$ cat src/sv/fpg_pkg.sv
// ----------------------------------------------------------------------------
// fpg_pkg
// Shared types and constants of the falling particle grid block.
// ----------------------------------------------------------------------------
`default_nettype none

package fpg_pkg;

    // Cell word: valid flag on top of packed RGBA (red in the high byte)
    localparam int CELL_W     = 33;
    localparam int CELL_VALID = 32;
    localparam int RGBA_W     = 32;

    // Direction LFSR: Galois, shift right, taps x^16+x^14+x^13+x^11+1
    localparam int          LFSR_W     = 16;
    localparam logic [15:0] LFSR_MASK  = 16'hB400;
    localparam logic [15:0] SEED_RESET = 16'h0001;

    // Register port
    localparam int         APB_AW          = 3;
    localparam int         APB_DW          = 32;
    localparam logic [0:0] REG_RANDOM_SEED = 1'b0;

    // Stream word widths
    localparam int S_TDATA_W = 56;
    localparam int M_TDATA_W = 40;

    typedef enum logic [1:0] {
        OP_INSERT = 2'd0,
        OP_TICK   = 2'd1,
        OP_READ   = 2'd2
    } t_op;

    typedef struct packed {
        t_op         op;
        logic [7:0]  col;
        logic [7:0]  row;
        logic [31:0] rgba;
    } t_cmd;

    typedef struct packed {
        logic        in_range;
        logic        occupied;
        logic [31:0] rgba;
    } t_result;

    typedef enum logic [3:0] {
        ST_CLEAR,
        ST_IDLE,
        ST_INSERT,
        ST_READ_ISSUE,
        ST_READ_DATA,
        ST_RD_HERE,
        ST_CHK_HERE,
        ST_CHK_BELOW,
        ST_CHK_FIRST,
        ST_CHK_SECOND,
        ST_CLR_HERE,
        ST_FINISH
    } t_state;

endpackage

`default_nettype wire

$ cat src/sv/fpg_lfsr.sv
// ----------------------------------------------------------------------------
// fpg_lfsr
// 16-bit Galois LFSR that hands out one direction bit per step.
// ----------------------------------------------------------------------------
`default_nettype none

module fpg_lfsr (
    input  wire logic                       i_clk,
    input  wire logic                       i_rst_n,
    input  wire logic                       i_load,
    input  wire logic [fpg_pkg::LFSR_W-1:0] i_seed,
    input  wire logic                       i_step,
    output logic                            o_bit
);

    logic [fpg_pkg::LFSR_W-1:0] r_lfsr;

    // Load takes priority, else shift right and fold in taps on a one
    always_ff @(posedge i_clk) begin
        if (!i_rst_n) begin
            r_lfsr <= fpg_pkg::SEED_RESET;
        end else if (i_load) begin
            r_lfsr <= i_seed;
        end else if (i_step) begin
            r_lfsr <= (r_lfsr >> 1) ^ (r_lfsr[0] ? fpg_pkg::LFSR_MASK : '0);
        end
    end

    assign o_bit = r_lfsr[0];

endmodule

`default_nettype wire

$ cat config.mk
export PLATFORM = sky130hd
export DESIGN_NAME = fpg_lfsr
export DESIGN_NICKNAME = d
export VERILOG_FILES = /design/src/sv/fpg_pkg.sv /design/src/sv/fpg_lfsr.sv
export SDC_FILE = /design/constraint.sdc
export NUM_CORES = 1
export LEC_CHECK = 0
export ABC_AREA = 1
export BUFFER_PORTS_ARGS = -buffer_cell sky130_fd_sc_hd__buf_2
export CAP_MARGIN = 10
export CELL_PAD_IN_SITES_DETAIL_PLACEMENT = 0
export CELL_PAD_IN_SITES_GLOBAL_PLACEMENT = 1
export CORE_ASPECT_RATIO = 0.7
export CORE_UTILIZATION = 31
export CTS_CLUSTER_DIAMETER = 200
export DETAILED_ROUTE_END_ITERATION = 8
export GPL_ROUTABILITY_DRIVEN = 0
export PLACE_DENSITY_LB_ADDON = 0.15
export RECOVER_POWER = 25
export SLEW_MARGIN = 15
export SYNTH_ARGS = -nofsm -noshare
export SYNTH_HDL_FRONTEND = slang
export SYNTH_SLANG_ARGS = --single-unit
export TNS_END_PERCENT = 20
$ cat constraint.sdc
create_clock -name i_clk -period 0.95 [get_ports i_clk]
set_clock_uncertainty 0.15 [all_clocks]
set_input_delay 0.095 -clock i_clk [delete_from_list [all_inputs] [get_ports i_clk]]
set_output_delay 0.095 -clock i_clk [all_outputs]
set_load 0.02 [all_outputs]
==> qor.txt <==
Syn Nets: 139
Drt wl/cell: 9.712 um
First drt pass iteration count: 4
Relative slew slack: 69.80%
M2 GR Usage: 26.59%
Biggest area consumer among synthesized cells: dfxtp_1
CP Max Fanout: 7
Critical Path RT: 700 ps
CP Launch Type: flop
WHS: -45.92 ps
Design area: 1167 um2
Layer with the highest usage: met2
Commonest cells in the synthesized netlist: 47 x nand2_1, 16 x a21oi_1, 16 x dfxtp_1
First-pass GRT wire length: 3381 um
Max Slew Vio Count: 0
ANT cells: 0
Port bufs: 20
Core area: 2277 um2
# Post-CTS Setup Buffers: 0
Routed vias/inst: 4.382
Final setup fails: 4
IO Count: 21
HP Class: primary input to flop
Pin count of the biggest net entering global routing: 22
Worst-margin pin slew: 452.5 ps
Fraction of layout cells with a size suffix above 1: 24.53%
Tcrit/Tclk final: 111.4%
Pwr dens: 1291 nW/um2
Slowest CP cell: dfxtp_4
Max Root-Sink Buffers: 2
Min Clock Period, post-route: 1058 ps
RSZ-0062 raised after global routing: yes
Met3 track demand over resource: 6.186%
Synth area leaders: dfxtp_1 41%, nand2_1 22%, a21oi_1 10%, nand3_1 6.3%, inv_1 5.7%
DRC violations left: 0
Asr flop ratio synth: 0%
CP max stage delay: 400 ps
Drt first-iter violations: 27
Outcome: finished, violations left
Largest family of logic cells by synthesized area: simple AND/OR/NAND/NOR gates
Initial antenna violation count: 0
Post-synthesis simple-gate area fraction: 30.95%
All-Layer GR Usage: 16.11%
CTS sink cnt: 16
Achievable frequency: 944.9 MHz
Adder-cell share of the synthesized area: 0%
Top flop regs: r_lfsr: 16 flops
Most frequent cell after synthesis: nand2_1
Reg clk slew, reported paths: 90 ps
DR vias: 837
Critical Path AT: 810 ps
Fillers: 250
Post-synthesis compound-gate area fraction: 15.87%
Max FFs per register: 16
Met1 Resource Use GR: 19.65%
Sequential fraction of the synthesis area: 40.63%
Die X-Extent: 62.27 um
Area Growth Syn to Fin: 48.10%
Failing checks: hold timing, setup timing
TritonCTS clock tree: done
CTS root buffer: clkbuf_4
GRT Residual Overflow: 0
Final WS setup: -108.3 ps
Ys flop type: dfxtp_1
DRT antenna net count: 0
CP bufs+invs: 1
Die ar.: 2752 um2
Pleak: 0.0005650 uW
Final Hold Violating Endpoints: 2
Netlist Area Pre-Place: 788.3 um2
Cells after Synth: 119
NumNets Final: 180
Synthesized flop and latch total: 16
Synth unique cells: 14
CP Capture Type: output pin
Cell Chain, Critical Path: buf_6
XOR/XNOR Fraction of Synth Area: 0%
Yosys top cell area share: 40.63%
Mapped Avg Cell Area: 6.624 um2
Clock Latency Late Sink: 280 ps
Max_cap viols: 0
Die Height: 44.19 um
Num rows: 14
EDFF count, synth: 0
Number of H-tree levels: 1
Mux contribution to synthesized area: 0%
Post-DP HPWL: 1313 um
Vias in the first global route: 816
CP top delay family: flip-flops
Total Wirelength: 1855 um
Crit Path Category: flop to output pin
VDD IR max: 0.0008239 V
Synth warn: 0
Dpl cell area: 987.2 um2
TritonCTS buffer count: 3
Register with the highest flop count: r_lfsr
Initial Util: 34.62%
-- per-stage QoR --
step	utilization (%)	setup TNS, ps	total power, uW	setup slack (ps)	std cells
final	51.26	-129.7	1507	-108.3	191
after global routing	51.26	-530.0	1617	-158.5	191
after CTS	50.93	-183.0	1526	-126.5	191
after detailed placement	43.35	-567.8	1025	-72.78	174
after global placement	43.35	-236.4	1022	-32.41	174
after floorplan	-	0	912.4	35.17	119
-- layer usage --
| layer | vias to the layer above | share of wire (%) |
|---|---|---|
| li1 | 454 | - |
| met1 | 363 | 49 |
| met2 | 18 | 44 |
| met3 | 2 | 6.6 |
| met4 | 0 | 0.97 |
| met5 | - | 0 |
-- kinds of logic (layout without fill, tap and decap cells) --
kind of cell | count (synthesis) | count (layout)
AO/OA/AOI/OAI | 25 | 25
buffers and inverters | 19 | 59
flip-flops | 16 | 16
AND/OR/NAND/NOR | 59 | 59
-- placed cells by master (no fill, tap or decap), types with 3 or more instances in the layout --
cell | Yosys | layout
buf_4 | 1 | 6
buf_12 | 0 | 3
nand3_1 | 10 | 10
dlygate4sd3_1 | 0 | 13
buf_2 | 1 | 19
nand2_1 | 47 | 47
inv_1 | 12 | 12
dfxtp_1 | 16 | 15
a21oi_1 | 16 | 15
clkbuf_4 | 0 | 3
o21ai_1 | 5 | 7
-- area by class of cell --
type / count / area, um2 / share of cell area (%)
tap: 32 / 40.04 / 3.430
inverter: 13 / 48.80 / 4.180
timing repair buffer: 42 / 341.6 / 29.26
clock buffer: 4 / 36.28 / 3.108
multi-input combinational: 84 / 376.6 / 32.26
sequential: 16 / 324.1 / 27.76
-- path summary, 6_finish.rpt --
path,startpoint,end,slack [ps],depth (start not counted)
worst max-delay path,r_lfsr[0],o_bit,-110,1
worst min-delay path,i_seed[2],r_lfsr[2],-50,3
worst max register to register,r_lfsr[0],r_lfsr[13],-10,4
worst min register to register,r_lfsr[5],r_lfsr[5],320,2
-- power breakdown --
group          leakage [uW]  internal, uW  switching (uW)
sequential         0.000133           719            32.5
clock             0.0000210           233             215
combinational      0.000411           167             140
total              0.000565          1120             387
-- timing repair --
action / CTS / global route
gates resized for setup: 2 / 5
endpoints found under the hold margin: 16 / 0
hold buffers: 13 / 0
pin swaps: 1 / 1
setup endpoints to repair: 4 / 10
Note: power is estimated with default switching activity, not from simulation.
