==> config.mk <==
export PLATFORM = sky130hd
export DESIGN_NAME = fpg_ctrl
export DESIGN_NICKNAME = d
export VERILOG_FILES = /design/src/sv/fpg_pkg.sv /design/src/sv/fpg_ctrl.sv
export SDC_FILE = /design/constraint.sdc
export NUM_CORES = 1
export LEC_CHECK = 0
export BUFFER_PORTS_ARGS = -buffer_cell sky130_fd_sc_hd__buf_2
export CAP_MARGIN = 20
export CORE_MARGIN = 3
export CORE_UTILIZATION = 50
export DETAILED_ROUTE_END_ITERATION = 8
export PLACE_DENSITY = 0.74
export SYNTH_ARGS = -nofsm -noshare
export SYNTH_HDL_FRONTEND = slang
export SYNTH_SLANG_ARGS = --single-unit
==> constraint.sdc <==
create_clock -name i_clk -period 5.5 [get_ports i_clk]
set_input_delay 0.275 -clock i_clk [delete_from_list [all_inputs] [get_ports i_clk]]
set_output_delay 0.275 -clock i_clk [all_outputs]
set_load 0.02 [all_outputs]
==> src/sv/fpg_pkg.sv <==
// ----------------------------------------------------------------------------
// fpg_pkg
// Shared types and constants of the falling particle grid block.
// ----------------------------------------------------------------------------
`default_nettype none

package fpg_pkg;

    // Cell word: valid flag on top of packed RGBA (red in the high byte)
    localparam int CELL_W     = 33;
    localparam int CELL_VALID = 32;
    localparam int RGBA_W     = 32;

    // Direction LFSR: Galois, shift right, taps x^16+x^14+x^13+x^11+1
    localparam int          LFSR_W     = 16;
    localparam logic [15:0] LFSR_MASK  = 16'hB400;
    localparam logic [15:0] SEED_RESET = 16'h0001;

    // Register port
    localparam int         APB_AW          = 3;
    localparam int         APB_DW          = 32;
    localparam logic [0:0] REG_RANDOM_SEED = 1'b0;

    // Stream word widths
    localparam int S_TDATA_W = 56;
    localparam int M_TDATA_W = 40;

    typedef enum logic [1:0] {
        OP_INSERT = 2'd0,
        OP_TICK   = 2'd1,
        OP_READ   = 2'd2
    } t_op;

    typedef struct packed {
        t_op         op;
        logic [7:0]  col;
        logic [7:0]  row;
        logic [31:0] rgba;
    } t_cmd;

    typedef struct packed {
        logic        in_range;
        logic        occupied;
        logic [31:0] rgba;
    } t_result;

    typedef enum logic [3:0] {
        ST_CLEAR,
        ST_IDLE,
        ST_INSERT,
        ST_READ_ISSUE,
        ST_READ_DATA,
        ST_RD_HERE,
        ST_CHK_HERE,
        ST_CHK_BELOW,
        ST_CHK_FIRST,
        ST_CHK_SECOND,
        ST_CLR_HERE,
        ST_FINISH
    } t_state;

endpackage

`default_nettype wire

==> src/sv/fpg_ctrl.sv <==
// ----------------------------------------------------------------------------
// fpg_ctrl
// Sequencer that clears the grid, runs inserts and reads, and sweeps a tick
// cell by cell through the shared address adder and the single RAM port.
// ----------------------------------------------------------------------------
`default_nettype none

module fpg_ctrl #(
    parameter int GRID_WIDTH  = 64,
    parameter int GRID_HEIGHT = 64,
    parameter int AW          = 12
) (
    input  wire logic                       i_clk,
    input  wire logic                       i_rst_n,
    input  wire logic                       i_cmd_valid,
    output logic                            o_cmd_ready,
    input  wire fpg_pkg::t_cmd              i_cmd,
    input  wire logic                       i_out_free,
    output logic                            o_done,
    output fpg_pkg::t_result                o_res,
    input  wire logic                       i_dir_bit,
    output logic                            o_dir_step,
    output logic                            o_mem_we,
    output logic      [AW-1:0]              o_mem_addr,
    output logic      [fpg_pkg::CELL_W-1:0] o_mem_wdata,
    input  wire logic [fpg_pkg::CELL_W-1:0] i_mem_rdata
);

    localparam int NCELL = GRID_WIDTH * GRID_HEIGHT;
    localparam int CW    = $clog2(GRID_WIDTH);
    localparam int RW    = $clog2(GRID_HEIGHT);

    fpg_pkg::t_state r_state, n_state;

    logic [AW-1:0]              r_here;
    logic [AW-1:0]              r_addr;
    logic [CW-1:0]              r_col;
    logic [RW-1:0]              r_row;
    logic                       r_dir;
    logic [fpg_pkg::RGBA_W-1:0] r_rgba;
    logic [fpg_pkg::RGBA_W-1:0] r_part;
    fpg_pkg::t_result           r_res;

    logic                  w_inside;
    logic                  w_rd_valid;
    logic [AW-1:0]         w_below, w_left, w_right, w_first, w_second;
    logic                  w_first_ok, w_second_ok;
    logic                  w_col_last, w_last_cell, w_adv;
    fpg_pkg::t_state       w_adv_state;

    assign w_inside = (int'(i_cmd.col) < GRID_WIDTH) && (int'(i_cmd.row) < GRID_HEIGHT);
    assign w_rd_valid = i_mem_rdata[fpg_pkg::CELL_VALID];

    // Neighbor addresses from the shared adder
    assign w_below = r_here + AW'(GRID_WIDTH);
    assign w_left  = w_below - AW'(1);
    assign w_right = w_below + AW'(1);

    assign w_col_last  = (r_col == CW'(GRID_WIDTH - 1));
    assign w_last_cell = w_col_last && (r_row == '0);

    // Random bit picks which diagonal goes first; off-grid counts as full
    assign w_first     = r_dir ? w_left  : w_right;
    assign w_second    = r_dir ? w_right : w_left;
    assign w_first_ok  = r_dir ? (r_col != '0) : !w_col_last;
    assign w_second_ok = r_dir ? !w_col_last : (r_col != '0);

    assign w_adv_state = w_last_cell ? fpg_pkg::ST_FINISH : fpg_pkg::ST_RD_HERE;

    // Next state
    always_comb begin
        n_state = r_state;
        unique case (r_state)
            fpg_pkg::ST_CLEAR: begin
                if (r_here == AW'(NCELL - 1)) begin
                    n_state = fpg_pkg::ST_IDLE;
                end
            end
            fpg_pkg::ST_IDLE: begin
                if (i_cmd_valid) begin
                    unique case (i_cmd.op)
                        fpg_pkg::OP_INSERT:
                            n_state = w_inside ? fpg_pkg::ST_INSERT : fpg_pkg::ST_FINISH;
                        fpg_pkg::OP_READ:
                            n_state = w_inside ? fpg_pkg::ST_READ_ISSUE : fpg_pkg::ST_FINISH;
                        fpg_pkg::OP_TICK:
                            n_state = fpg_pkg::ST_RD_HERE;
                        default:
                            n_state = fpg_pkg::ST_FINISH;
                    endcase
                end
            end
            fpg_pkg::ST_INSERT:     n_state = fpg_pkg::ST_FINISH;
            fpg_pkg::ST_READ_ISSUE: n_state = fpg_pkg::ST_READ_DATA;
            fpg_pkg::ST_READ_DATA:  n_state = fpg_pkg::ST_FINISH;
            fpg_pkg::ST_RD_HERE:    n_state = fpg_pkg::ST_CHK_HERE;
            fpg_pkg::ST_CHK_HERE: begin
                n_state = w_rd_valid ? fpg_pkg::ST_CHK_BELOW : w_adv_state;
            end
            fpg_pkg::ST_CHK_BELOW: begin
                if (!w_rd_valid) begin
                    n_state = fpg_pkg::ST_CLR_HERE;
                end else if (w_first_ok) begin
                    n_state = fpg_pkg::ST_CHK_FIRST;
                end else if (w_second_ok) begin
                    n_state = fpg_pkg::ST_CHK_SECOND;
                end else begin
                    n_state = w_adv_state;
                end
            end
            fpg_pkg::ST_CHK_FIRST: begin
                if (!w_rd_valid) begin
                    n_state = fpg_pkg::ST_CLR_HERE;
                end else if (w_second_ok) begin
                    n_state = fpg_pkg::ST_CHK_SECOND;
                end else begin
                    n_state = w_adv_state;
                end
            end
            fpg_pkg::ST_CHK_SECOND: begin
                n_state = !w_rd_valid ? fpg_pkg::ST_CLR_HERE : w_adv_state;
            end
            fpg_pkg::ST_CLR_HERE:   n_state = w_adv_state;
            fpg_pkg::ST_FINISH: begin
                if (i_out_free) begin
                    n_state = fpg_pkg::ST_IDLE;
                end
            end
            default:                n_state = fpg_pkg::ST_CLEAR;
        endcase
    end

    // Memory port, LFSR step, sweep advance and completion
    always_comb begin
        o_mem_we    = 1'b0;
        o_mem_addr  = r_here;
        o_mem_wdata = '0;
        o_dir_step  = 1'b0;
        o_done      = 1'b0;
        w_adv       = 1'b0;
        unique case (r_state)
            fpg_pkg::ST_CLEAR: begin
                o_mem_we = 1'b1;
            end
            fpg_pkg::ST_IDLE: begin
            end
            fpg_pkg::ST_INSERT: begin
                o_mem_we    = 1'b1;
                o_mem_addr  = r_addr;
                o_mem_wdata = {1'b1, r_rgba};
            end
            fpg_pkg::ST_READ_ISSUE: begin
                o_mem_addr = r_addr;
            end
            fpg_pkg::ST_READ_DATA: begin
            end
            fpg_pkg::ST_RD_HERE: begin
                o_dir_step = 1'b1;
            end
            fpg_pkg::ST_CHK_HERE: begin
                if (w_rd_valid) begin
                    o_mem_addr = w_below;
                end else begin
                    w_adv = 1'b1;
                end
            end
            fpg_pkg::ST_CHK_BELOW: begin
                if (!w_rd_valid) begin
                    o_mem_we    = 1'b1;
                    o_mem_addr  = w_below;
                    o_mem_wdata = {1'b1, r_part};
                end else if (w_first_ok) begin
                    o_mem_addr = w_first;
                end else if (w_second_ok) begin
                    o_mem_addr = w_second;
                end else begin
                    w_adv = 1'b1;
                end
            end
            fpg_pkg::ST_CHK_FIRST: begin
                if (!w_rd_valid) begin
                    o_mem_we    = 1'b1;
                    o_mem_addr  = w_first;
                    o_mem_wdata = {1'b1, r_part};
                end else if (w_second_ok) begin
                    o_mem_addr = w_second;
                end else begin
                    w_adv = 1'b1;
                end
            end
            fpg_pkg::ST_CHK_SECOND: begin
                if (!w_rd_valid) begin
                    o_mem_we    = 1'b1;
                    o_mem_addr  = w_second;
                    o_mem_wdata = {1'b1, r_part};
                end else begin
                    w_adv = 1'b1;
                end
            end
            fpg_pkg::ST_CLR_HERE: begin
                o_mem_we = 1'b1;
                w_adv    = 1'b1;
            end
            fpg_pkg::ST_FINISH: begin
                o_done = i_out_free;
            end
            default: begin
            end
        endcase
    end

    // State and sweep counters
    always_ff @(posedge i_clk) begin
        if (!i_rst_n) begin
            r_state <= fpg_pkg::ST_CLEAR;
            r_here  <= '0;
            r_col   <= '0;
            r_row   <= '0;
        end else begin
            r_state <= n_state;
            if (r_state == fpg_pkg::ST_CLEAR) begin
                r_here <= r_here + AW'(1);
            end else if (r_state == fpg_pkg::ST_IDLE && i_cmd_valid &&
                         i_cmd.op == fpg_pkg::OP_TICK) begin
                r_row  <= RW'(GRID_HEIGHT - 2);
                r_col  <= '0;
                r_here <= AW'((GRID_HEIGHT - 2) * GRID_WIDTH);
            end else if (w_adv) begin
                if (w_col_last) begin
                    r_col  <= '0;
                    r_row  <= r_row - RW'(1);
                    r_here <= r_here - AW'(2 * GRID_WIDTH - 1);
                end else begin
                    r_col  <= r_col + CW'(1);
                    r_here <= r_here + AW'(1);
                end
            end
        end
    end

    // Command latch, carried particle and result
    always_ff @(posedge i_clk) begin
        if (r_state == fpg_pkg::ST_IDLE && i_cmd_valid) begin
            r_addr         <= AW'(int'(i_cmd.row) * GRID_WIDTH + int'(i_cmd.col));
            r_rgba         <= i_cmd.rgba;
            r_res.in_range <= (i_cmd.op == fpg_pkg::OP_TICK) ||
                              (((i_cmd.op == fpg_pkg::OP_INSERT) ||
                                (i_cmd.op == fpg_pkg::OP_READ)) && w_inside);
            r_res.occupied <= 1'b0;
            r_res.rgba     <= '0;
        end
        if (r_state == fpg_pkg::ST_RD_HERE) begin
            r_dir <= i_dir_bit;
        end
        if (r_state == fpg_pkg::ST_CHK_HERE) begin
            r_part <= i_mem_rdata[fpg_pkg::RGBA_W-1:0];
        end
        if (r_state == fpg_pkg::ST_READ_DATA) begin
            r_res.occupied <= w_rd_valid;
            r_res.rgba     <= w_rd_valid ? i_mem_rdata[fpg_pkg::RGBA_W-1:0] : '0;
        end
    end

    assign o_cmd_ready = (r_state == fpg_pkg::ST_IDLE);
    assign o_res       = r_res;

    a_idle_no_write: assert property (@(posedge i_clk) disable iff (!i_rst_n)
        (r_state == fpg_pkg::ST_IDLE) |-> !o_mem_we)
        else $error("cell write while idle");

    a_write_in_grid: assert property (@(posedge i_clk) disable iff (!i_rst_n)
        o_mem_we |-> (int'(o_mem_addr) < NCELL))
        else $error("cell write outside grid");

    a_occ_in_range: assert property (@(posedge i_clk) disable iff (!i_rst_n)
        o_done |-> (o_res.in_range || !o_res.occupied))
        else $error("occupied result outside grid");

endmodule

`default_nettype wire
==> qor.log <==
qor: detailed_routing.wl_per_cell 19.8 µm
qor: finish.multi_input_area 4050 µm²
qor: power_and_ir_drop.total_switching_power 566 µW
qor: floorplanning.die-height 135 µm
qor: clock_network.tritoncts_num_sinks 139
qor: detailed_routing.first_iter_violations 859
qor: sta.rsz0062_at_grt no
qor: clock_network.clock-root-buffer sky130_fd_sc_hd__clkbuf_16
qor: power_and_ir_drop.power_leakage 0.00388 µW
qor: floorplanning.pin_count 171
qor: floorplanning.die_w 135 µm
qor: power_and_ir_drop.p_int 1830 µW
qor: min_path.worstHoldPathType input pin to register
qor: job.drv_cap 0
qor: sta.timing.clock.skew 0.0100 ns
qor: logic_synthesis.synthFlopType sky130_fd_sc_hd__edfxtp_1
qor: finish.drive_above_1_share 0.245
qor: floorplanning.fp.dieArea 18200 µm²
qor: grt.busiest_layer met2
qor: sta.setup_tns 0 ns
qor: clock_network.clock_insertion_delay_worst_skew 0.43 ns
qor: detailed_routing.vias_per_cell 6.13
qor: logic_synthesis.ys_types 86
qor: sta.finalCritPeriodShare 0.750
qor: grt.gr-usage-met3 0.0686
qor: logic_synthesis.post-synth-top-count-cell sky130_fd_sc_hd__edfxtp_1
qor: critical_path.endpoint_kind output port
qor: sta.clock.fmax 242 MHz
qor: detailed_routing.num_vias 7447
qor: detailed_routing.detail_route.wirelength 24.1 mm
qor: clock_network.post_cts.resized_instances 0
qor: finish.layout.area.seq 3890 µm²
qor: detailed_routing.drc 0
qor: logic_synthesis.synth_top_cell_area_share 0.402
qor: logic_synthesis.synth_area_leaders sky130_fd_sc_hd__edfxtp_1 (40%), sky130_fd_sc_hd__dfxtp_1 (6.8%), sky130_fd_sc_hd__a22o_1 (3.8%)
qor: floorplanning.row_count 46
qor: grt.first_global_vias 6582
qor: critical_path.crit_path_max_fanout 24
qor: logic_synthesis.synth.avg_cell_area 9.81 µm²
qor: detailed_routing.antenna_violating_nets_post_route 0
qor: finish.final_net_count 1089
qor: logic_synthesis.yosysTopAreaCell sky130_fd_sc_hd__edfxtp_1
qor: placed_design.gpl.final_weighted_congestion 0.975
qor: logic_synthesis.synth_nets 950
qor: logic_synthesis.synth_edf_count 111
qor: power_and_ir_drop.switching_share 0.236
qor: clock_network.clk_pin_slew_worst_paths 0.06 ns
qor: logic_synthesis.synth.cells.most_frequent sky130_fd_sc_hd__edfxtp_1 (111), sky130_fd_sc_hd__nand2_1 (62), sky130_fd_sc_hd__nor2_1 (58)
qor: grt.track_usage 0.258
qor: floorplanning.floorplan.initialDensity 0.517
qor: logic_synthesis.synthCells 846
qor: finish.fin_util 0.618
qor: power_and_ir_drop.power_density 242 nW/µm²
qor: power_and_ir_drop.power.combinational.fraction 0.049
qor: grt.total_grt_overflow 0
qor: grt.global_route_wire_length_before_repair 36.5 mm
qor: sta.report.final.slew_viol_count 0
qor: grt.grt_use_met1 0.347
qor: sta.worst_margin_pin_slew 1.07 ns
qor: sta.period_minus_slack 4.13 ns
qor: sta.hold_violations 0
qor: sta.worst_slew_margin_rel 0.282
qor: logic_synthesis.ys_seq_elements 139
qor: logic_synthesis.asyncSetResetFlopFracSynth 0
qor: clock_network.cts.path.max_buffers 2
qor: grt.antenna_found_initial 2
qor: sta.holdWs 0.0199 ns
qor: power_and_ir_drop.clock_power_share 0.476
qor: finish.fillCellCount 1325
qor: clock_network.postCtsSetupBuffers 0
qor: grt.pin_count_of_the_biggest_net_entering_global_routing 46
qor: placed_design.port_buffers 170
qor: critical_path.required 5.22 ns
qor: detailed_routing.drt_pass1_iterations 5
qor: logic_synthesis.synthesis.yosys.warnings 0
qor: status.run_status finished, final reports clean
qor: power_and_ir_drop.power.sequential.fraction 0.474
qor: clock_network.cts-buffers-inserted 17
qor: placed_design.place.detailed.hpwl 17.1 mm
qor: logic_synthesis.yosysSeqAreaShare 0.469
qor: critical_path.cp-start-kind register
qor: finish.area_growth_syn_to_layout 19.6%
qor: critical_path.critical_path_class register to output port
qor: critical_path.r2r_setup_slack 2.13 ns
qor: logic_synthesis.post_synth_instance_area 8300 µm²
qor: grt.grt_util_met2 0.401
qor: floorplanning.core-area 16100 µm²
qor: sta.finalSetupViolCount 0
qor: clock_network.tritoncts built
qor: clock_network.htree_levels 4
qor: critical_path.timing.critical_path.arrival 3.85 ns
qor: power_and_ir_drop.peakVddDrop 0.205 mV
## repair_timing
item                       CTS  global route
hold buffers                 3             0
hold endpoints to repair     3             0
setup endpoints to repair    0             0
## final cells by class
cell class	count	area share
Sequential cell	139	0.392
Timing Repair Buffer	183	0.0994
Inverter	31	0.0117
Multi-Input combinational cell	613	0.408
Tap cell	216	0.0272
Clock buffer	17	0.0429
Antenna cell	1	0.000252
Clock inverter	15	0.0180
## cells in the final DEF, fill, tap and decap left out, drive strengths merged, types with 8 or more instances in the layout
cell type / netlist / final
a21boi: 11 / 11
a21oi: 52 / 52
a22o: 36 / 36
a31oi: 12 / 12
and2: 46 / 46
and3: 8 / 8
buf: 14 / 179
clkbuf: 49 / 18
clkinv: 2 / 9
dfxtp: 28 / 28
edfxtp: 111 / 111
ha: 15 / 15
inv: 29 / 36
mux2i: 16 / 16
nand2: 65 / 65
nand3: 25 / 25
nor2: 58 / 58
nor2b: 13 / 13
nor3: 23 / 23
nor4: 12 / 12
o21ai: 52 / 52
o22ai: 15 / 15
xnor2: 30 / 30
xor2: 12 / 12
## worst paths after layout
check | depth (start not counted) | start | end
min | 1 | i_cmd[41] | r_addr[1]
max reg2reg | 9 | r_state[1] | r_here[8]
max | 9 | r_here[6] | o_mem_addr[11]
min reg2reg | 2 | r_col[5] | r_col[5]
## power by group through the flow
| stage | Clock (µW) | Combinational (µW) | Sequential (µW) |
|---|---|---|---|
| 2_1_floorplan | 0 | 63.5 | 1160 |
| 4_1_cts | 1160 | 117 | 1140 |
| 3_3_place_gp | 0 | 112 | 1160 |
| 6_report | 1140 | 119 | 1140 |
| 5_1_grt | 1200 | 132 | 1140 |
| 3_5_place_dp | 0 | 114 | 1160 |
## stage by stage
stage	std cells	area (µm²)	setup slack, ns	power, µW
3_5_place_dp	1177	9240	1.87	1270
2_1_floorplan	846	8300	1.58	1220
4_1_cts	1212	9880	1.41	2410
5_1_grt	1214	9920	1.11	2470
6_report	1215	9920	1.37	2400
3_3_place_gp	1177	9240	1.95	1270
## sequential cells by signal, indices dropped and copies added (netlist names)
name,cells
r_addr,12
r_dir,1
r_row,6
r_here,12
r_state,4
r_part,32
o_res,34
r_col,6
r_rgba,32
## layer usage
| metal | up-vias | wire (µm) |
|---|---|---|
| li1 | 3453 | - |
| met1 | 3475 | 9780 |
| met2 | 457 | 10900 |
| met3 | 58 | 2590 |
| met4 | 4 | 739 |
| met5 | - | 23 |
## critical path: stages (launching register included)
cell and delay [ns]:
sky130_fd_sc_hd__dfxtp_1 0.84, sky130_fd_sc_hd__inv_1 0.27, sky130_fd_sc_hd__ha_1 0.53, sky130_fd_sc_hd__nand4_1 0.23, sky130_fd_sc_hd__or3_1 0.44, sky130_fd_sc_hd__o32ai_2 0.15, sky130_fd_sc_hd__mux2_1 0.35, sky130_fd_sc_hd__a221oi_1 0.30
sky130_fd_sc_hd__o22ai_1 0.11, sky130_fd_sc_hd__buf_2 0.20
## logic make-up after synthesis
family / share of synthesized area
simple gates: 0.188
fa+ha+maj: 0.0250
buf+inv: 0.0448
xor+xnor: 0.0443
mux: 0.0252
compound gates: 0.204
flops: 0.469
Note: power is estimated with default switching activity, not from simulation.
